$ cat config.mk
export PLATFORM = sky130hd
export DESIGN_NAME = mrr_front
export DESIGN_NICKNAME = d
export VERILOG_FILES = /design/src/design/mrr_pkg.sv /design/src/design/mrr_front.sv
export SDC_FILE = /design/constraint.sdc
export NUM_CORES = 1
export LEC_CHECK = 0
export ABC_AREA = 1
export BUFFER_PORTS_ARGS = -buffer_cell sky130_fd_sc_hd__buf_2
export CAP_MARGIN = 0
export CORE_ASPECT_RATIO = 0.75
export CORE_MARGIN = 2
export CORE_UTILIZATION = 56
export CTS_CLUSTER_DIAMETER = 120
export DETAILED_ROUTE_END_ITERATION = 8
export PLACE_DENSITY = 0.8
export RECOVER_POWER = 25
export SYNTH_ARGS = -nofsm -noshare
export SYNTH_HDL_FRONTEND = slang
export SYNTH_SLANG_ARGS = --single-unit
$ cat constraint.sdc
create_clock -name clk -period 5.3 [get_ports clk]
set_input_delay 1.59 -clock clk [delete_from_list [all_inputs] [get_ports clk]]
set_output_delay 1.59 -clock clk [all_outputs]
set_load 0.02 [all_outputs]
$ cat src/design/mrr_pkg.sv
// shared constants, types and helper functions for the ranged mt19937 generator
// no dependencies
package mrr_pkg;

    localparam int TABLE_WORDS  = 624;
    localparam int TWIST_OFFSET = 397;
    localparam int IDX_W        = $clog2(TABLE_WORDS + 1);

    localparam logic [IDX_W-1:0] IDX_LAST  = IDX_W'(TABLE_WORDS - 1);
    localparam logic [IDX_W-1:0] IDX_FULL  = IDX_W'(TABLE_WORDS);
    localparam logic [IDX_W-1:0] IDX_OFS   = IDX_W'(TWIST_OFFSET);
    localparam logic [IDX_W-1:0] IDX_WRAP  = IDX_W'(TABLE_WORDS - TWIST_OFFSET);

    localparam logic [31:0] RESET_SEED   = 32'd4357;
    localparam logic [31:0] SEED_MULT    = 32'd69069;
    localparam logic [31:0] TWIST_MATRIX = 32'h9908b0df;
    localparam logic [31:0] TEMPER_B     = 32'h9d2c5680;
    localparam logic [31:0] TEMPER_C     = 32'hefc60000;

    localparam logic [2:0]  ADDR_SEED    = 3'd0;

    typedef struct packed {
        logic [31:0] lo;
        logic [31:0] span;
        logic        equal;
    } item_t;

    typedef enum logic [2:0] {
        TB_FILL,
        TB_IDLE,
        TB_LOAD,
        TB_PRIME,
        TB_CALC,
        TB_FETCH,
        TB_WAIT
    } tbl_state_t;

    typedef enum logic [1:0] {
        BK_IDLE,
        BK_WORD,
        BK_DIV,
        BK_PUT
    } bk_state_t;

    function automatic logic [31:0] temper(input logic [31:0] y_in);
        logic [31:0] y;
        y = y_in;
        y = y ^ (y >> 11);
        y = y ^ ((y << 7) & TEMPER_B);
        y = y ^ ((y << 15) & TEMPER_C);
        y = y ^ (y >> 18);
        return y;
    endfunction

    function automatic logic [IDX_W-1:0] nxt_idx(input logic [IDX_W-1:0] k);
        return (k == IDX_LAST) ? '0 : k + 1'b1;
    endfunction

    function automatic logic [IDX_W-1:0] far_idx(input logic [IDX_W-1:0] k);
        return (k >= IDX_WRAP) ? k - IDX_WRAP : k + IDX_OFS;
    endfunction

endpackage

$ cat src/design/mrr_front.sv
// front end: input handshake, item classification and a two-entry queue
// depends on mrr_pkg
module mrr_front
    import mrr_pkg::*;
(
    input  logic        clk,
    input  logic        rst_n,
    input  logic        in_valid,
    output logic        in_stall,
    input  logic [31:0] low_bound,
    input  logic [31:0] high_bound,
    input  logic        hold,
    input  logic        pop,
    output logic        ent_valid,
    output item_t       ent
);

    item_t       q_reg [2];
    logic        wr_ptr_reg, wr_ptr_next;
    logic        rd_ptr_reg, rd_ptr_next;
    logic [1:0]  cnt_reg, cnt_next;
    logic        push;
    item_t       new_item;

    assign in_stall  = hold || (cnt_reg == 2'd2);
    assign push      = in_valid && !in_stall;
    assign ent_valid = (cnt_reg != 2'd0);
    assign ent       = q_reg[rd_ptr_reg];

    // span wraps, so high below low still gives a nonzero span
    always_comb
    begin
        new_item.lo    = low_bound;
        new_item.span  = high_bound - low_bound;
        new_item.equal = (low_bound == high_bound);
    end

    always_comb
    begin
        wr_ptr_next = push ? !wr_ptr_reg : wr_ptr_reg;
        rd_ptr_next = pop ? !rd_ptr_reg : rd_ptr_reg;
        cnt_next    = cnt_reg + {1'b0, push} - {1'b0, pop};
    end

    always_ff @(posedge clk or negedge rst_n)
    begin
        if (!rst_n)
        begin
            wr_ptr_reg <= 1'b0;
            rd_ptr_reg <= 1'b0;
            cnt_reg    <= 2'd0;
        end
        else
        begin
            wr_ptr_reg <= wr_ptr_next;
            rd_ptr_reg <= rd_ptr_next;
            cnt_reg    <= cnt_next;
        end
    end

    always_ff @(posedge clk)
    begin
        if (push)
        begin
            q_reg[wr_ptr_reg] <= new_item;
        end
    end

    a_cnt_bound: assert property (@(posedge clk) disable iff (!rst_n)
        cnt_reg != 2'd3)
        else $error("queue count out of range");

    a_pop_nonempty: assert property (@(posedge clk) disable iff (!rst_n)
        pop |-> cnt_reg != 2'd0)
        else $error("pop from empty queue");

    a_full_stall: assert property (@(posedge clk) disable iff (!rst_n)
        cnt_reg == 2'd2 |-> in_stall)
        else $error("full queue not stalling");

endmodule

==> flow_metrics.tcl, run 1 <==
set metrics [dict create \
    outcome "finished, final reports clean" \
    synth_top_area_share_pct 52.6 \
    drc 0 \
    leakagePower_nw 4.22 \
    crit_path_end_kind "output pin" \
    postRouteWirelength_um 16500 \
    worstSetupPathType "register to output pin" \
    grt.met3_usage_pct 5.34 \
    setup.worst_path.start_class "register" \
    crit_arrival_ps 2050 \
    max_cap_violations 0 \
    clk_latency_ps 420 \
    largest_register_ff_count 130 \
    antenna_found_initial 0 \
    p_seq_share_pct 36.8 \
    syn_to_final_growth_pct 19.6 \
    gr-usage-met2_pct 34.1 \
    post-cts-setup-buffers 0 \
    die_h_um 104 \
    synth_async_sr_flop_share_pct 2.99 \
    netlist-cell-type-count 28 \
    cts.clk_slew.worst_paths_ps 60 \
    synth_ff_type "edfxtp_1" \
    p_sw_share_pct 33.8 \
    hp-class "register to register" \
    antenna_left 0 \
    critPathSlowestCell "dfrtp_2" \
    fin_tns_setup_ps 0 \
    power_mw 3.83 \
    cts_root_buf "clkbuf_16" \
    layout-drive-gt1-share_pct 23.7 \
    cts_tree "done" \
    n_antenna_cell 0 \
    yosys_warnings 0 \
    slew_headroom_pct 47.7 \
    p_per_area_nw_per_um2 432 \
    whs_ps 525 \
    drt_iter0_markers 457 \
    grtUsageMet1_pct 37.0 \
    num_rows 36 \
    post-route-period-util_pct 68.6 \
    syn-cell-area_um2 7420 \
    cts_hold_buf 0 \
    io_buffers 135 \
    synth_edf_count 130 \
    synth.net_count 866 \
    crit_path_cell_trace "buf_4 > mux2_2 > buf_2" \
    cts_buffer_depth 2 \
    preCtsSetupSlack_ps 1770 \
    die_w_um 137 \
    worstPathRequired_ps 3710 \
    synthMuxAreaShare_pct 9.87 \
    synth_xor_area_share_pct 2.24 \
    netlist_instances 763 \
    grt_max_degree 42 \
    skew_ps 10.4 \
    report.final.slew_viol_count 0 \
    core_um2 13000 \
    path_max_fanout 28 \
    grt_pass1_vias 5094 \
    track_usage_pct 24.1 \
    syn_area_per_cell_um2 9.72 \
    ys_seq_area_share_pct 54.0 \
    synth-compound-area-share_pct 1.82 \
    switchingPower_mw 1.30 \
    grt_pass1_wl_um 25900 \
    vias 5548 \
    yosysTopAreaCell "edfxtp_1" \
    setup_viol 0 \
    globalplace.congestion 0.937 \
    ctsResizeCount 0 \
    p_comb_share_pct 32.1 \
    intPower_mw 2.53 \
    slowest_delay_ps 590 \
    ys_ff_latch 134 \
    drt-wirelength-per-cell_um 15.0 \
    grt_overflow 0 \
    cts-buffers-inserted 17 \
    ys_top_cells_by_area "edfxtp_1 53%, nand2_1 12%, mux2_2 9.9%" \
    synth_top_family_by_area "simple AND/OR/NAND/NOR gates" \
    dieArea_um2 14200 \
    synthSimpleGateAreaFrac_pct 17.8 \
    ir_worst_vdd_mv 0.253 \
    post-dp-hpwl_um 12400 \
    clkSinkCount 134 \
    grt_setup_unrepaired "no" \
    start_util_pct 57.2 \
    layout.nets 1016 \
    worst_slack_ps 1660 \
    grt-busiest-layer "met1" \
    worst_pin_slew_ps 782 \
    final_util_pct 68.4 \
    fmax_mhz 275 \
    viasPerCell 5.06 \
    firstDrtPassIters 5 \
    fin_crit_ps 3640 \
    ios 136 \
    hold_viol 0 \
    synth_adder_area_share_pct 5.84 \
    p_clk_share_pct 31.1 \
    h-tree-depth 4 \
]
## stage by stage
| step | cell area (um^2) | instances |
|---|---|---|
| finish | 8870 | 1097 |
| global route | 8870 | 1097 |
| CTS | 8930 | 1097 |
| detailed placement | 8330 | 1065 |
| global placement | 8330 | 1065 |
| floorplan | 7420 | 763 |
## worst max-delay path, delay by kind of cell (launching register included)
family,cells,cell delay [ps]
flops,1,590
buf+inv,2,610
mux,1,410
## metal layers
layer,vias to the layer above,routed length (um),part of all wire [%]
li1,2749,-,-
met1,2556,7820,47
met2,224,6970,42
met3,19,1450,8.8
met4,0,235,1.4
met5,-,0,0
## synth_stat cells, drive strengths merged, types with 6 or more instances
cell,instances
nand3,28
nand2,243
inv,154
edfxtp,130
buf,8
nand4,6
xor2,15
a21oi,21
mux2,65
nor2,43
ha,33
## cells by family after synthesis
kind of cell,Yosys count
muxes,65
buffers and inverters,162
xor gates and xnor gates,19
AOI/OAI and AO/OA,24
DFF,134
and+or+nand+nor,325
adders and majority gates,34
## power groups by stage
stage,Clock [mW],Combinational [mW],Sequential (mW)
CTS,1.20,1.24,1.41
finish,1.19,1.23,1.41
global placement,0,1.22,1.42
detailed placement,0,1.23,1.43
floorplan,0,0.891,1.41
global route,1.25,1.33,1.42
## cell usage in the layout (no fill, tap or decap), types with 3 or more instances in the layout
master / Yosys / routed
dfrtp_1: 4 / 3
inv_1: 153 / 153
edfxtp_1: 130 / 130
buf_2: 7 / 101
nand3_1: 26 / 27
nand2_2: 7 / 6
nand4_1: 6 / 6
nand2_1: 236 / 237
inv_6: 0 / 6
ha_1: 33 / 33
a21oi_1: 20 / 21
nor2_2: 4 / 4
mux2_2: 65 / 65
clkinvlp_4: 0 / 4
clkbuf_1: 0 / 35
xnor2_1: 4 / 4
nor2_1: 39 / 37
xor2_1: 15 / 15
clkbuf_16: 0 / 17
## path summary, 6_finish.rpt
path | from | slack, ps | cells after the start | end
max | rd_ptr_reg$_DFFE_PN0P_ | 1660 | 3 | ent[53]
min | cnt_reg[0]$_DFF_PN0_ | 520 | 1 | cnt_reg[0]$_DFF_PN0_
max reg2reg | cnt_reg[1]$_DFF_PN0_ | 3190 | 4 | q_reg[1][38]$_DFFE_PP_
min reg2reg | cnt_reg[0]$_DFF_PN0_ | 520 | 1 | cnt_reg[0]$_DFF_PN0_
max in group asynchronous | rst_n | 4090 | 1 | rd_ptr_reg$_DFFE_PN0P_
min in group asynchronous | rst_n | 1000 | 1 | cnt_reg[1]$_DFF_PN0_
## final cells by class
type                       count  area, um^2
clock inverter                14         165
inverter                     154         578
clock buffer                  18         429
multi-input combinational    467        2790
fill                        1036        4100
tap                          171         214
timing repair buffer         139         688
sequential                   134        4010
(Power assumes the default switching activity.)
==> inputs of run 2 (changes only) <==
Settings changed: ABC_AREA 1 to 0, CORE_UTILIZATION 56 to 50, PLACE_DENSITY 0.8 to 0.77.
Clock period 5.3 ns to 3.2 ns, I/O delays scaled along.
==> run 2 against run 1 <==
Clock-buffer cell count is 2 higher. Clock skew is 1.5 ps higher. Critical endpoint is now ent[23]. Sequential power is 69% higher.
==> flow_metrics.tcl, run 2 <==
set metrics [dict create \
    firstDrtPassIters 4 \
    synth_adder_area_share_pct 6.46 \
    synth_top_area_share_pct 58.2 \
    antenna_left 0 \
    grt_setup_unrepaired "no" \
    n_antenna_cell 0 \
    worst_pin_slew_ps 1330 \
    report.final.slew_viol_count 0 \
    ios 136 \
    syn_area_per_cell_um2 13.5 \
    layout.nets 771 \
    skew_ps 11.9 \
    power_mw 6.25 \
    highest_layer "met4" \
    netlist_instances 496 \
    hold_viol 0 \
    synthMuxAreaShare_pct 10.9 \
    start_util_pct 51.3 \
    synth.net_count 599 \
    synthSimpleGateAreaFrac_pct 5.90 \
    cts_root_buf "clkbuf_16" \
    dp_cells 820 \
    setup_viol 0 \
    p_per_area_nw_per_um2 750 \
    leakagePower_nw 3.36 \
    hp-class "input port to asynchronous set/reset pin" \
    dr_wl_met3_um 1040 \
    viasPerCell 5.38 \
    core_um2 13100 \
    ys_ff_latch 134 \
    grt_pass1_wl_um 23700 \
    layout_commonest_cell "edfxtp_1" \
    cts_hold_buf 0 \
    dr_wl_met2_um 7060 \
    postPlaceCellArea_um2 7840 \
    synth_xor_area_share_pct 4.44 \
    grt_max_degree 66 \
    yosysTopAreaCell "edfxtp_1" \
    ys_top_cells_by_area "edfxtp_1 58%, mux2_2 11%, ha_1 6.2%" \
    clkSinkCount 134 \
    syn_to_final_growth_pct 24.4 \
    synth_async_sr_flop_share_pct 2.99 \
    wl_met1_um 6690 \
    synth_top_family_by_area "multiplexers" \
    critPathSlowestCell "dfrtp_2" \
    globalplace.congestion 0.901 \
    synth_most_common_cell "edfxtp_1" \
    dieArea_um2 14400 \
    layout.cells.non_filler 852 \
    final_cell_mix "130 x edfxtp_1, 102 x buf_2, 65 x mux2_2, 41 x inv_1, 36 x clkbuf_1" \
    io_buffers 135 \
    crit_arrival_ps 2050 \
    outcome "finished, final reports clean" \
    worstSetupPathType "register to output pin" \
    slowest_delay_ps 790 \
    crit_path_cell_trace "buf_12 > mux2_2 > buf_2" \
    post-cts-setup-buffers 0 \
    path_max_fanout 24 \
    slew_headroom_pct 11.3 \
    num_rows 36 \
    worstPathRequired_ps 2240 \
    cts_tree "done" \
    fmax_mhz 332 \
    post-dp-hpwl_um 10500 \
    stdcell_area_um2 8340 \
    post-route-period-util_pct 94.2 \
    h-tree-depth 4 \
    fin_tns_setup_ps 0 \
    yosys_warnings 0 \
    drc 0 \
    ys_seq_area_share_pct 59.7 \
    synth_ff_type "edfxtp_1" \
    syn-cell-area_um2 6710 \
    cts_buffer_depth 2 \
    cts.clk_slew.worst_paths_ps 50 \
    setup.worst_path.start_class "register" \
    fin_crit_ps 3010 \
    grt_overflow 0 \
    synth_common_cells "130 x edfxtp_1, 65 x mux2_2, 41 x inv_1, 33 x ha_1, 27 x a21oi_1" \
    synth_edf_count 130 \
    ir_worst_vdd_mv 0.449 \
    antenna_found_initial 0 \
    cts-buffers-inserted 17 \
    largest_register_ff_count 130 \
    postRouteWirelength_um 14900 \
    clk_latency_ps 430 \
    grt_pass1_vias 4616 \
    ctsResizeCount 0 \
    whs_ps 367 \
    die_h_um 104 \
    layout-drive-gt1-share_pct 34.4 \
    crit_path_end_kind "output pin" \
    synth-compound-area-share_pct 9.54 \
    die_w_um 138 \
    netlist-cell-type-count 48 \
    vias 4584 \
    n_fill_cell 1050 \
    max_cap_violations 0 \
    track_usage_pct 21.8 \
    drt-wirelength-per-cell_um 17.5 \
    drt_iter0_markers 303 \
]
==> run 2: cell count changes after synthesis, moves of 13 or more <==
cell / previous run / this run
nand2_1: 236 / 24
inv_1: 153 / 41
nor2_1: 39 / 16
nand3_1: 26 / 8
xnor2_1: 4 / 21
o21ai_0: 0 / 16
a21o_1: 1 / 14
==> run 2: path summary, 6_finish.rpt <==
path                                               end  slack (ps)  cells after the start                    from
max in group asynchronous       rd_ptr_reg$_DFFE_PN0P_        2630                      1                   rst_n
worst max-delay path                           ent[23]         190                      3  rd_ptr_reg$_DFFE_PN0P_
worst max register to register  q_reg[1][52]$_DFFE_PP_         680                      4    cnt_reg[0]$_DFF_PN0_
worst min-delay path              cnt_reg[0]$_DFF_PN0_         370                      1                   rst_n
worst min register to register    cnt_reg[1]$_DFF_PN0_         500                      1    cnt_reg[1]$_DFF_PN0_
min in group clk                  cnt_reg[1]$_DFF_PN0_         500                      1    cnt_reg[1]$_DFF_PN0_
==> run 2: cells by family (layout without fill, tap and decap cells) <==
kind of cell,count (synthesis),in the layout
adders and majority gates,34,34
buffers and inverters,54,239
and+or+nand+nor,80,80
xor gates and xnor gates,34,34
DFF,134,134
muxes,65,65
AOI/OAI and AO/OA,95,95
==> run 2: layout make-up <==
| class | count | area (um^2) | share of cell area (%) |
|---|---|---|---|
| clock inverters | 12 | 111 | 1.33 |
| flip-flops and latches | 134 | 4010 | 48.0 |
| well taps | 171 | 214 | 2.56 |
| multi-input cells | 308 | 2500 | 30.0 |
| clock buffers | 20 | 437 | 5.23 |
| repair buffers | 166 | 917 | 11.0 |
| inverters | 41 | 154 | 1.84 |
==> run 2: report_power, final <==
part,internal [mW],switching (mW),total [mW]
sequential,2.25,0.134,2.38
combinational,0.870,1.17,2.04
clock,1.13,0.701,1.83
==> run 2: critical path: cells and delay by family (launching register included) <==
| kind | cells | cell delay [ps] |
|---|---|---|
| muxes | 1 | 390 |
| DFF | 1 | 790 |
| buffers and inverters | 2 | 450 |
==> run 2: through the flow <==
step           util [%]  setup WS, ps
2_1_floorplan         -          32.5
3_3_place_gp       60.0         -14.9
3_5_place_dp       60.0         -67.9
4_1_cts            64.2           142
5_1_grt            63.9          83.3
6_report           63.9           186
==> run 2: per-layer routing <==
metal	up-vias	global-route usage, %
met3	12	6.87
li1	2210	-
met5	-	0
met4	0	6.63
met1	2211	29.4
met2	151	33.8
