$ cat config.mk
export PLATFORM = sky130hd
export DESIGN_NAME = mrr_mod
export DESIGN_NICKNAME = d
export VERILOG_FILES = /design/src/design/mrr_pkg.sv /design/src/design/mrr_mod.sv
export SDC_FILE = /design/constraint.sdc
export NUM_CORES = 1
export LEC_CHECK = 0
export ABC_AREA = 1
export BUFFER_PORTS_ARGS = -buffer_cell sky130_fd_sc_hd__buf_2
export CORE_MARGIN = 2
export CORE_UTILIZATION = 40
export DETAILED_ROUTE_END_ITERATION = 6
export SLEW_MARGIN = 20
export SYNTH_ARGS = -nofsm -noshare
export SYNTH_HDL_FRONTEND = slang
export SYNTH_SLANG_ARGS = --single-unit
$ cat constraint.sdc
create_clock -name clk -period 2.1 [get_ports clk]
set_input_delay 0.105 -clock clk [delete_from_list [all_inputs] [get_ports clk]]
set_output_delay 0.105 -clock clk [all_outputs]
set_load 0.005 [all_outputs]
$ cat src/design/mrr_pkg.sv
// shared constants, types and helper functions for the ranged mt19937 generator
// no dependencies
package mrr_pkg;

    localparam int TABLE_WORDS  = 624;
    localparam int TWIST_OFFSET = 397;
    localparam int IDX_W        = $clog2(TABLE_WORDS + 1);

    localparam logic [IDX_W-1:0] IDX_LAST  = IDX_W'(TABLE_WORDS - 1);
    localparam logic [IDX_W-1:0] IDX_FULL  = IDX_W'(TABLE_WORDS);
    localparam logic [IDX_W-1:0] IDX_OFS   = IDX_W'(TWIST_OFFSET);
    localparam logic [IDX_W-1:0] IDX_WRAP  = IDX_W'(TABLE_WORDS - TWIST_OFFSET);

    localparam logic [31:0] RESET_SEED   = 32'd4357;
    localparam logic [31:0] SEED_MULT    = 32'd69069;
    localparam logic [31:0] TWIST_MATRIX = 32'h9908b0df;
    localparam logic [31:0] TEMPER_B     = 32'h9d2c5680;
    localparam logic [31:0] TEMPER_C     = 32'hefc60000;

    localparam logic [2:0]  ADDR_SEED    = 3'd0;

    typedef struct packed {
        logic [31:0] lo;
        logic [31:0] span;
        logic        equal;
    } item_t;

    typedef enum logic [2:0] {
        TB_FILL,
        TB_IDLE,
        TB_LOAD,
        TB_PRIME,
        TB_CALC,
        TB_FETCH,
        TB_WAIT
    } tbl_state_t;

    typedef enum logic [1:0] {
        BK_IDLE,
        BK_WORD,
        BK_DIV,
        BK_PUT
    } bk_state_t;

    function automatic logic [31:0] temper(input logic [31:0] y_in);
        logic [31:0] y;
        y = y_in;
        y = y ^ (y >> 11);
        y = y ^ ((y << 7) & TEMPER_B);
        y = y ^ ((y << 15) & TEMPER_C);
        y = y ^ (y >> 18);
        return y;
    endfunction

    function automatic logic [IDX_W-1:0] nxt_idx(input logic [IDX_W-1:0] k);
        return (k == IDX_LAST) ? '0 : k + 1'b1;
    endfunction

    function automatic logic [IDX_W-1:0] far_idx(input logic [IDX_W-1:0] k);
        return (k >= IDX_WRAP) ? k - IDX_WRAP : k + IDX_OFS;
    endfunction

endpackage

$ cat src/design/mrr_mod.sv
// iterative unsigned remainder, one quotient bit per cycle
// depends on mrr_pkg
module mrr_mod
    import mrr_pkg::*;
(
    input  logic        clk,
    input  logic        rst_n,
    input  logic        start,
    input  logic [31:0] dividend,
    input  logic [31:0] divisor,
    output logic        done,
    output logic [31:0] rem
);

    logic        run_reg, run_next;
    logic        done_reg, done_next;
    logic [4:0]  cnt_reg, cnt_next;
    logic [32:0] rem_reg, rem_next;
    logic [31:0] dvd_reg, dvd_next;
    logic [31:0] dvs_reg, dvs_next;
    logic [32:0] trial;

    assign trial = {rem_reg[31:0], dvd_reg[31]};
    assign done  = done_reg;
    assign rem   = rem_reg[31:0];

    always_comb
    begin
        run_next  = run_reg;
        done_next = 1'b0;
        cnt_next  = cnt_reg;
        rem_next  = rem_reg;
        dvd_next  = dvd_reg;
        dvs_next  = dvs_reg;
        if (start)
        begin
            run_next = 1'b1;
            cnt_next = '0;
            rem_next = '0;
            dvd_next = dividend;
            dvs_next = divisor;
        end
        else if (run_reg)
        begin
            rem_next = (trial >= {1'b0, dvs_reg}) ? trial - {1'b0, dvs_reg} : trial;
            dvd_next = dvd_reg << 1;
            cnt_next = cnt_reg + 1'b1;
            if (cnt_reg == 5'd31)
            begin
                run_next  = 1'b0;
                done_next = 1'b1;
            end
        end
    end

    always_ff @(posedge clk or negedge rst_n)
    begin
        if (!rst_n)
        begin
            run_reg  <= 1'b0;
            done_reg <= 1'b0;
            cnt_reg  <= '0;
        end
        else
        begin
            run_reg  <= run_next;
            done_reg <= done_next;
            cnt_reg  <= cnt_next;
        end
    end

    always_ff @(posedge clk)
    begin
        rem_reg <= rem_next;
        dvd_reg <= dvd_next;
        dvs_reg <= dvs_next;
    end

    a_done_after_run: assert property (@(posedge clk) disable iff (!rst_n)
        done_reg |-> !run_reg)
        else $error("remainder done while still running");

    a_rem_below: assert property (@(posedge clk) disable iff (!rst_n)
        done_reg |-> rem_reg < {1'b0, dvs_reg})
        else $error("remainder not below divisor");

    a_no_restart: assert property (@(posedge clk) disable iff (!rst_n)
        run_reg |-> !start)
        else $error("start while busy");

endmodule

==> impl_results.html, run 1 <==
<table>
<tr><th>Metric</th><th>Value</th></tr>
<tr><th colspan="2">Setup path</th></tr>
<tr><td>CP max-delay cell</td><td>sky130_fd_sc_hd__edfxtp_1</td></tr>
<tr><td>Largest delay share family, worst path</td><td>simple AND/OR/NAND/NOR gates</td></tr>
<tr><td>Arrival time of the worst setup path</td><td>2.33 ns</td></tr>
<tr><td>Type of origin of the critical path</td><td>flip-flop</td></tr>
<tr><td>Element type at the critical path end</td><td>flip-flop</td></tr>
<tr><td>Worst Path Required</td><td>2.36 ns</td></tr>
<tr><td>Crit path cell chain</td><td>inv_2, ha_4, nand2_4, nor3_4, nand2_2, nor2_4, nand2_8, buf_12, nand2_8, nand2_1, nand3_1, o21ai_1</td></tr>
<tr><td>Class of the most critical setup path</td><td>flip-flop to flip-flop</td></tr>
<tr><td>Instance count on the critical path</td><td>12</td></tr>
<tr><td>Cell occurring most often along the worst timing path</td><td>sky130_fd_sc_hd__nand2_8</td></tr>
<tr><td>Maximum cell stage delay along the critical path</td><td>0.35 ns</td></tr>
<tr><td>Worst reg2reg path depth</td><td>12</td></tr>
<tr><td>Crit path buf inv count</td><td>2</td></tr>
<tr><td>Critical path fanouts, max</td><td>8</td></tr>
<tr><th colspan="2">Min path</th></tr>
<tr><td>Type of the worst min-delay path</td><td>input pin to flip-flop</td></tr>
<tr><td>Hold Path Cell Cnt</td><td>3</td></tr>
<tr><th colspan="2">Place</th></tr>
<tr><td>Placed Area</td><td>8230 um^2</td></tr>
<tr><td>Routability congestion estimate</td><td>0.937</td></tr>
<tr><td>Number of placed instances with taps included</td><td>1371</td></tr>
<tr><td>Post-Place Worst Slack</td><td>-0.168 ns</td></tr>
<tr><td>Hpwl dp</td><td>14.8 mm</td></tr>
<tr><td>Port bufs</td><td>99</td></tr>
<tr><th colspan="2">Layout</th></tr>
<tr><td>Fraction of final layout cells with drive strength greater than 1</td><td>0.342</td></tr>
<tr><td>Area used by multi-input combinational logic</td><td>4230 um^2</td></tr>
<tr><td>Nets@finish</td><td>1336</td></tr>
<tr><td>Fill cell total of the finished layout</td><td>1604</td></tr>
<tr><td>Area Overhead vs Synth</td><td>46.8%</td></tr>
<tr><td>Final design area excluding fillers</td><td>10200 um^2</td></tr>
<tr><td>Non-filler cells in the finished layout</td><td>1464</td></tr>
<tr><td>Number of diodes added for antenna fixing</td><td>0</td></tr>
<tr><td>Storage element area</td><td>2740 um^2</td></tr>
<tr><th colspan="2">Outcome</th></tr>
<tr><td>Status</td><td>finished, final reports clean</td></tr>
<tr><th colspan="2">Synth</th></tr>
<tr><td>Fraction of post-synthesis cell area in the top cell type by area</td><td>0.276</td></tr>
<tr><td>Count of flip-flops with a built-in enable after synthesis</td><td>64</td></tr>
<tr><td>Proportion of synthesized chip area in sequential cells</td><td>0.393</td></tr>
<tr><td>Compound-gate portion of the synthesized area</td><td>0.0354</td></tr>
<tr><td>Top post-synthesis cells by area</td><td>sky130_fd_sc_hd__edfxtp_1 (28%), sky130_fd_sc_hd__nand2_1 (22%), sky130_fd_sc_hd__inv_1 (9.9%), sky130_fd_sc_hd__dfxtp_1 (9.2%), sky130_fd_sc_hd__ha_1 (6.1%)</td></tr>
<tr><td>Combinational family with the most area after synthesis</td><td>simple AND/OR/NAND/NOR gates</td></tr>
<tr><td>Dominant cell type by area after synthesis</td><td>sky130_fd_sc_hd__edfxtp_1</td></tr>
<tr><td>Synth warnings</td><td>0</td></tr>
<tr><td>Xor-xnor portion of the synthesized cell area</td><td>0.0176</td></tr>
<tr><td>Number of standard cells after synthesis</td><td>988</td></tr>
<tr><td>Netlist area before placement</td><td>6960 um^2</td></tr>
<tr><td>Adder-cell share of the synthesized area</td><td>0.0640</td></tr>
<tr><td>Mux cell area share after synthesis</td><td>0</td></tr>
<tr><td>Top FF cell, synth</td><td>sky130_fd_sc_hd__edfxtp_1</td></tr>
<tr><td>FFs w/ async S/R, synth</td><td>0.0680</td></tr>
<tr><td>Area share of and/or/nand/nor cells after synthesis</td><td>0.366</td></tr>
<tr><td>Avg Cell Area, Syn</td><td>7.04 um^2</td></tr>
<tr><td>Post-synthesis cell type count</td><td>38</td></tr>
<tr><td>Number of register bits inferred by synthesis</td><td>103</td></tr>
<tr><td>Syn Nets</td><td>1090</td></tr>
<tr><th colspan="2">Drt</th></tr>
<tr><td>Iter 0 DRT Violations</td><td>342</td></tr>
<tr><td>Routed vias</td><td>6880</td></tr>
<tr><td>DRC violations left</td><td>0</td></tr>
<tr><td>Total Routed Length</td><td>21.6 mm</td></tr>
<tr><td>TritonRoute pass-1 iters</td><td>7</td></tr>
<tr><td>Mean number of vias per cell</td><td>4.70</td></tr>
<tr><td>Average wire per standard cell</td><td>14.8 um</td></tr>
<tr><td>Remaining antenna violation count</td><td>0</td></tr>
<tr><th colspan="2">Global routing</th></tr>
<tr><td>GRT Util Overall</td><td>0.230</td></tr>
<tr><td>Number of antenna violations at the first check in global routing</td><td>0</td></tr>
<tr><td>Global-route wire length before repair</td><td>32.8 mm</td></tr>
<tr><td>Overflow left after global routing</td><td>0</td></tr>
<tr><td>Largest net degree at the start of global routing</td><td>42</td></tr>
<tr><td>Vias in the first global route</td><td>6675</td></tr>
<tr><th colspan="2">Timing</th></tr>
<tr><td>Total count of max-transition violations in the final report</td><td>0</td></tr>
<tr><td>Worst Clk Skew</td><td>0.0160 ns</td></tr>
<tr><td>Setup repair after global routing missed its margin</td><td>yes</td></tr>
<tr><td>Post-route worst setup slack</td><td>0.0274 ns</td></tr>
<tr><td>Relative slew slack</td><td>0.623</td></tr>
<tr><td>Worst hold slack across all endpoints</td><td>0.0161 ns</td></tr>
<tr><td># setup viols final</td><td>0</td></tr>
<tr><td>Upper clock frequency limit</td><td>482 MHz</td></tr>
<tr><td>Final hold violation count</td><td>0</td></tr>
<tr><td>Clock period minus final worst setup slack</td><td>2.07 ns</td></tr>
<tr><td>Transition time at the pin with the least slew margin</td><td>0.565 ns</td></tr>
<tr><td>Final critical-path share of the clock period</td><td>0.987</td></tr>
<tr><th colspan="2">Die</th></tr>
<tr><td>Starting density of the core</td><td>0.405</td></tr>
<tr><td>Floorplan die width</td><td>136 um</td></tr>
<tr><td>Area of the placeable core</td><td>17200 um^2</td></tr>
<tr><td>Y dimension of the die</td><td>136 um</td></tr>
<tr><td>Number of placement rows</td><td>48</td></tr>
<tr><td>Total die area</td><td>18500 um^2</td></tr>
<tr><td>Boundary Pins</td><td>100</td></tr>
<tr><th colspan="2">Clocking</th></tr>
<tr><td>H-tree lvl count</td><td>3</td></tr>
<tr><td>Clock transition at the registers of the reported paths</td><td>0.08 ns</td></tr>
<tr><td>CTS max path bufs</td><td>2</td></tr>
<tr><td>Num CTS Buffers</td><td>9</td></tr>
<tr><td>Clock sinks</td><td>103</td></tr>
<tr><td>Clock tree from TritonCTS</td><td>built</td></tr>
<tr><td>Library cell used as clock root buffer</td><td>sky130_fd_sc_hd__clkbuf_16</td></tr>
<tr><td>Clock latency at the later pin of the worst-skew pair</td><td>0.37 ns</td></tr>
<tr><th colspan="2">Run</th></tr>
<tr><td>Max-cap violations</td><td>0</td></tr>
<tr><th colspan="2">Power</th></tr>
<tr><td>Leakage component of the power</td><td>5.23 nW</td></tr>
<tr><td>Power density cells</td><td>1260 nW/um^2</td></tr>
<tr><td>Worst ir drop on vdd</td><td>495 uV</td></tr>
</table>
## worst register-to-register path, cell delays in order, from the launching register on
cell and delay [ns]:
sky130_fd_sc_hd__edfxtp_1 0.35, sky130_fd_sc_hd__inv_2 0.04, sky130_fd_sc_hd__ha_4 0.29, sky130_fd_sc_hd__nand2_4 0.07, sky130_fd_sc_hd__nor3_4 0.24, sky130_fd_sc_hd__nand2_2 0.14
sky130_fd_sc_hd__nor2_4 0.18, sky130_fd_sc_hd__nand2_8 0.15, sky130_fd_sc_hd__buf_12 0.17, sky130_fd_sc_hd__nand2_8 0.12, sky130_fd_sc_hd__nand2_1 0.07, sky130_fd_sc_hd__nand3_1 0.06
sky130_fd_sc_hd__o21ai_1 0.06
## worst paths after layout
| kind | startpoint | to | slack (ns) |
|---|---|---|---|
| hold reg to reg | rem_reg[23] | rem_reg[23] | 0.50 |
| hold / removal | dividend[9] | dvd_reg[9] | 0.02 |
| min in group asynchronous | rst_n | done | 0.11 |
| setup reg to reg | dvs_reg[30] | rem_reg[10] | 0.03 |
| max in group asynchronous | rst_n | cnt_reg[3] | 1.83 |
| setup / recovery | dvs_reg[30] | rem_reg[10] | 0.03 |
## placed cells by master, fill, tap and decap left out, drive strengths merged, types with 14 or more instances in the layout
cell type,Yosys,final
xnor2,14,14
nand3,81,81
dfxtp,32,32
o21ai,17,17
edfxtp,64,64
a21oi,21,21
nand2,413,415
dlygate4sd3,0,57
ha,34,34
nor2,53,53
inv,187,191
buf,10,195
## layout make-up
type / count / share of cell area
multi-input cells: 677 / 0.413
well taps: 225 / 0.0275
clock buffers: 10 / 0.0234
clock inverters: 6 / 0.00514
flip-flops and latches: 103 / 0.268
inverters: 188 / 0.0691
repair buffers: 255 / 0.193
## kinds of logic (layout without fill, tap and decap cells)
| family | after synthesis | after routing |
|---|---|---|
| xor gates and xnor gates | 14 | 14 |
| and+or+nand+nor | 583 | 585 |
| AOI/OAI and AO/OA | 43 | 43 |
| DFF | 103 | 103 |
| buffers and inverters | 210 | 459 |
| adders and majority gates | 35 | 35 |
## per-layer routing
metal | global-route usage | routed length (um) | up-vias
li1 | - | - | 3545
met1 | 0.288 | 9460 | 3128
met2 | 0.391 | 10400 | 175
met3 | 0.0529 | 1090 | 32
met4 | 0.0735 | 601 | 0
met5 | 0 | 0 | -
## timing repair
item / 4_1_cts / 5_1_grt
setup endpoints to repair: 32 / 32
endpoints found under the hold margin: 63 / 0
cloned: 3 / 3
pin swaps: 8 / 65
setup buffers: 4 / 10
gates resized for setup: 29 / 181
hold buffers: 57 / 0
## power by group
group,internal [mW],switching (mW),total [mW],leakage (nW)
logic,3.73,4.43,8.15,4.06
registers,2.56,0.380,2.94,1.02
clock network,0.860,0.870,1.73,0.145
## metrics by stage
stage / utilization / total power, mW / TNS, ns
2_1_floorplan: - / 6.97 / 0
3_3_place_gp: 0.479 / 9.09 / -0.368
3_5_place_dp: 0.479 / 9.12 / -0.780
4_1_cts: 0.544 / 11.4 / -0.0798
5_1_grt: 0.595 / 13.8 / -0.353
6_report: 0.595 / 12.8 / 0
## synth_stat cells (7+ instances only)
cell type and count:
sky130_fd_sc_hd__edfxtp_1 64, sky130_fd_sc_hd__dfxtp_1 32, sky130_fd_sc_hd__buf_6 8, sky130_fd_sc_hd__o21ai_1 12, sky130_fd_sc_hd__xnor2_1 14, sky130_fd_sc_hd__a21oi_1 18, sky130_fd_sc_hd__nand2_2 10, sky130_fd_sc_hd__dfrtp_1 7
sky130_fd_sc_hd__nor2_1 44, sky130_fd_sc_hd__clkbuf_1 12, sky130_fd_sc_hd__nand3_1 69, sky130_fd_sc_hd__nor3_1 7, sky130_fd_sc_hd__nand3_2 12, sky130_fd_sc_hd__inv_1 183, sky130_fd_sc_hd__nand3b_1 13, sky130_fd_sc_hd__nand2_1 401
sky130_fd_sc_hd__nand4_1 10, sky130_fd_sc_hd__ha_1 34
Note: power is estimated with default switching activity, not from simulation.
==> run 2: changes to the inputs <==
--- a/config.mk
+++ b/config.mk
@@ -7,7 +7,6 @@
 export LEC_CHECK = 0
 export ABC_AREA = 1
 export BUFFER_PORTS_ARGS = -buffer_cell sky130_fd_sc_hd__buf_2
-export CORE_MARGIN = 2
 export CORE_UTILIZATION = 40
 export DETAILED_ROUTE_END_ITERATION = 6
 export SLEW_MARGIN = 20
==> impl_results.html, run 2 (synthesized netlist as in run 1, its figures left out) <==
<table>
<tr><th>Metric</th><th>Value</th></tr>
<tr><th colspan="2">Timing</th></tr>
<tr><td>Clock period minus final worst setup slack</td><td>2.04 ns (was 2.07 ns)</td></tr>
<tr><td>Worst hold slack across all endpoints</td><td>0.00623 ns (was 0.0161 ns)</td></tr>
<tr><td>Total count of max-transition violations in the final report</td><td>0 (unchanged)</td></tr>
<tr><td>TNS Setup</td><td>0 ns (unchanged)</td></tr>
<tr><td>Post-route worst setup slack</td><td>0.0583 ns (was 0.0274 ns)</td></tr>
<tr><td>Worst Clk Skew</td><td>0.0144 ns (was 0.0160 ns)</td></tr>
<tr><td>Relative slew slack</td><td>0.380 (was 0.623)</td></tr>
<tr><td>Final hold violation count</td><td>0 (unchanged)</td></tr>
<tr><td># setup viols final</td><td>0 (unchanged)</td></tr>
<tr><td>Setup repair after global routing missed its margin</td><td>yes (unchanged)</td></tr>
<tr><td>Transition time at the pin with the least slew margin</td><td>0.929 ns (was 0.565 ns)</td></tr>
<tr><td>Final critical-path share of the clock period</td><td>0.972 (was 0.987)</td></tr>
<tr><td>Upper clock frequency limit</td><td>490 MHz (was 482 MHz)</td></tr>
<tr><th colspan="2">Layout</th></tr>
<tr><td>Most frequent standard cell in the layout excluding fill and tap cells</td><td>sky130_fd_sc_hd__nand2_1 (unchanged)</td></tr>
<tr><td>Non-filler cells in the finished layout</td><td>1463 (was 1464)</td></tr>
<tr><td>Most used cells in the layout excluding fill and tap cells</td><td>sky130_fd_sc_hd__nand2_1 (333), sky130_fd_sc_hd__inv_1 (159), sky130_fd_sc_hd__buf_2 (99) (was sky130_fd_sc_hd__nand2_1 (335), sky130_fd_sc_hd__inv_1 (156), sky130_fd_sc_hd__buf_2 (99))</td></tr>
<tr><td>Fraction of the core area covered by cells at the end of the flow</td><td>0.616 (was 0.595)</td></tr>
<tr><td>Final design area excluding fillers</td><td>10300 um^2 (was 10200 um^2)</td></tr>
<tr><td>Fraction of final layout cells with drive strength greater than 1</td><td>0.348 (was 0.342)</td></tr>
<tr><td>Number of diodes added for antenna fixing</td><td>0 (unchanged)</td></tr>
<tr><td>Area Overhead vs Synth</td><td>48.3% (was 46.8%)</td></tr>
<tr><td>Nets@finish</td><td>1340 (was 1336)</td></tr>
<tr><th colspan="2">Clocking</th></tr>
<tr><td>Clock latency at the later pin of the worst-skew pair</td><td>0.37 ns (about the same)</td></tr>
<tr><td>Clock sinks</td><td>103 (unchanged)</td></tr>
<tr><td>H-tree lvl count</td><td>3 (unchanged)</td></tr>
<tr><td>Library cell used as clock root buffer</td><td>sky130_fd_sc_hd__clkbuf_16 (unchanged)</td></tr>
<tr><td>Num CTS Buffers</td><td>9 (unchanged)</td></tr>
<tr><td>CTS max path bufs</td><td>2 (unchanged)</td></tr>
<tr><td>Clock tree from TritonCTS</td><td>built (unchanged)</td></tr>
<tr><td>Clock transition at the registers of the reported paths</td><td>0.08 ns (about the same)</td></tr>
<tr><th colspan="2">Die</th></tr>
<tr><td>Number of placement rows</td><td>47 (was 48)</td></tr>
<tr><td>Starting density of the core</td><td>0.415 (was 0.405)</td></tr>
<tr><td>Boundary Pins</td><td>100 (unchanged)</td></tr>
<tr><td>Floorplan die width</td><td>134 um (was 136 um)</td></tr>
<tr><td>Y dimension of the die</td><td>134 um (was 136 um)</td></tr>
<tr><td>Total die area</td><td>17900 um^2 (was 18500 um^2)</td></tr>
<tr><td>Area of the placeable core</td><td>16800 um^2 (was 17200 um^2)</td></tr>
<tr><th colspan="2">Place</th></tr>
<tr><td>Post-Place Worst Slack</td><td>-0.136 ns (was -0.168 ns)</td></tr>
<tr><td>Number of placed instances with taps included</td><td>1373 (was 1371)</td></tr>
<tr><td>Port bufs</td><td>99 (unchanged)</td></tr>
<tr><td>Hpwl dp</td><td>14.4 mm (was 14.8 mm)</td></tr>
<tr><td>Routability congestion estimate</td><td>0.957 (was 0.937)</td></tr>
<tr><td>Placed Area</td><td>8290 um^2 (was 8230 um^2)</td></tr>
<tr><th colspan="2">Global routing</th></tr>
<tr><td>GRT Util Overall</td><td>0.233 (was 0.230)</td></tr>
<tr><td>Largest net degree at the start of global routing</td><td>42 (unchanged)</td></tr>
<tr><td>Overflow left after global routing</td><td>0 (unchanged)</td></tr>
<tr><td>Vias in the first global route</td><td>6405 (was 6675)</td></tr>
<tr><td>Number of antenna violations at the first check in global routing</td><td>0 (unchanged)</td></tr>
<tr><td>Global-route wire length before repair</td><td>32.2 mm (was 32.8 mm)</td></tr>
<tr><th colspan="2">Power</th></tr>
<tr><td>Flop pwr share</td><td>0.222 (was 0.230)</td></tr>
<tr><td>Clk network pwr share</td><td>0.135 (about the same)</td></tr>
<tr><td>Internal Dissipation</td><td>7.34 mW (was 7.15 mW)</td></tr>
<tr><td>Power density cells</td><td>1280 nW/um^2 (was 1260 nW/um^2)</td></tr>
<tr><td>Leakage component of the power</td><td>5.27 nW (was 5.23 nW)</td></tr>
<tr><td>Switching component of the power</td><td>5.90 mW (was 5.67 mW)</td></tr>
<tr><td>Combinational share of power</td><td>0.643 (was 0.636)</td></tr>
<tr><td>Sw frac</td><td>0.445 (was 0.442)</td></tr>
<tr><td>Worst ir drop on vdd</td><td>597 uV (was 495 uV)</td></tr>
<tr><td>PnR Total Power</td><td>13.2 mW (was 12.8 mW)</td></tr>
<tr><th colspan="2">Drt</th></tr>
<tr><td>Routed vias</td><td>6996 (was 6880)</td></tr>
<tr><td>Total Routed Length</td><td>21.8 mm (was 21.6 mm)</td></tr>
<tr><td>Mean number of vias per cell</td><td>4.78 (was 4.70)</td></tr>
<tr><td>Average wire per standard cell</td><td>14.9 um (was 14.8 um)</td></tr>
<tr><td>Iter 0 DRT Violations</td><td>415 (was 342)</td></tr>
<tr><td>TritonRoute pass-1 iters</td><td>5 (was 7)</td></tr>
<tr><td>DRC violations left</td><td>0 (unchanged)</td></tr>
<tr><td>Remaining antenna violation count</td><td>0 (unchanged)</td></tr>
<tr><th colspan="2">Setup path</th></tr>
<tr><td>Critical path fanouts, max</td><td>8 (unchanged)</td></tr>
<tr><td>Type of origin of the critical path</td><td>flip-flop (unchanged)</td></tr>
<tr><td>Element type at the critical path end</td><td>flip-flop (unchanged)</td></tr>
<tr><td>Worst Path Required</td><td>2.36 ns (about the same)</td></tr>
<tr><td>Arrival time of the worst setup path</td><td>2.30 ns (was 2.33 ns)</td></tr>
<tr><td>Class of the most critical setup path</td><td>flip-flop to flip-flop (unchanged)</td></tr>
<tr><th colspan="2">Outcome</th></tr>
<tr><td>Status</td><td>finished, final reports clean (unchanged)</td></tr>
<tr><th colspan="2">Min path</th></tr>
<tr><td>Type of the worst min-delay path</td><td>input pin to flip-flop (unchanged)</td></tr>
<tr><th colspan="2">Run</th></tr>
<tr><td>Max-cap violations</td><td>0 (unchanged)</td></tr>
</table>
run 2: routing by layer:
layer | routed length (um) | global-route usage | part of all wire | up-vias
li1 | - | - | - | 3565
met1 | 9890 | 0.317 | 0.45 | 3216
met2 | 10300 | 0.384 | 0.47 | 190
met3 | 1270 | 0.0416 | 0.058 | 25
met4 | 344 | 0.0524 | 0.016 | 0
met5 | 0 | 0 | 0 | -
run 2: layout make-up:
cell class,count,area [um^2]
Sequential cell,103,2740
Tap cell,220,275
Timing Repair Buffer,257,1990
Clock inverter,7,93.8
Clock buffer,9,225
Multi-Input combinational cell,679,4290
Inverter,188,711
Fill cell,1488,6440
run 2: worst paths after layout:
| path | depth (start not counted) | to | slack, ns | startpoint |
|---|---|---|---|---|
| max | 14 | rem_reg[21] | 0.06 | dvs_reg[27] |
| min | 3 | dvd_reg[2] | 0.006 | dividend[2] |
| max reg2reg | 14 | rem_reg[21] | 0.06 | dvs_reg[27] |
| min reg2reg | 2 | dvd_reg[4] | 0.51 | dvd_reg[3] |
| max in group asynchronous | 2 | cnt_reg[4] | 1.82 | rst_n |
| min in group asynchronous | 2 | done | 0.12 | rst_n |
run 2: worst max-delay path, stage by stage (launching register included):
cell,delay [ns]
sky130_fd_sc_hd__edfxtp_1,0.39
sky130_fd_sc_hd__inv_2,0.10
sky130_fd_sc_hd__ha_4,0.22
sky130_fd_sc_hd__nand2_4,0.11
sky130_fd_sc_hd__inv_2,0.04
sky130_fd_sc_hd__nand2_2,0.06
sky130_fd_sc_hd__nand2_2,0.05
sky130_fd_sc_hd__a21oi_2,0.21
sky130_fd_sc_hd__nand2_4,0.09
sky130_fd_sc_hd__nor2_8,0.13
sky130_fd_sc_hd__buf_6,0.14
sky130_fd_sc_hd__clkbuf_16,0.16
sky130_fd_sc_hd__nand3b_1,0.08
sky130_fd_sc_hd__nand3_1,0.09
sky130_fd_sc_hd__nand2_1,0.05
run 2: power by group through the flow:
| stage | clock network [mW] | logic (mW) | registers, mW |
|---|---|---|---|
| 2_1_floorplan | 0 | 4.10 | 2.87 |
| 3_3_place_gp | 0 | 6.34 | 2.83 |
| 3_5_place_dp | 0 | 6.36 | 2.84 |
| 4_1_cts | 1.83 | 7.25 | 2.90 |
| 5_1_grt | 1.89 | 9.33 | 2.98 |
| 6_report | 1.78 | 8.52 | 2.94 |
run 2: timing repair:
action	in CTS	in global routing
setup buffers	7	11
pin swaps	13	72
resized for setup	54	146
gates cloned	3	7
hold endpoints to repair	52	0
endpoints found under the setup margin	32	32
hold buffers	46	0
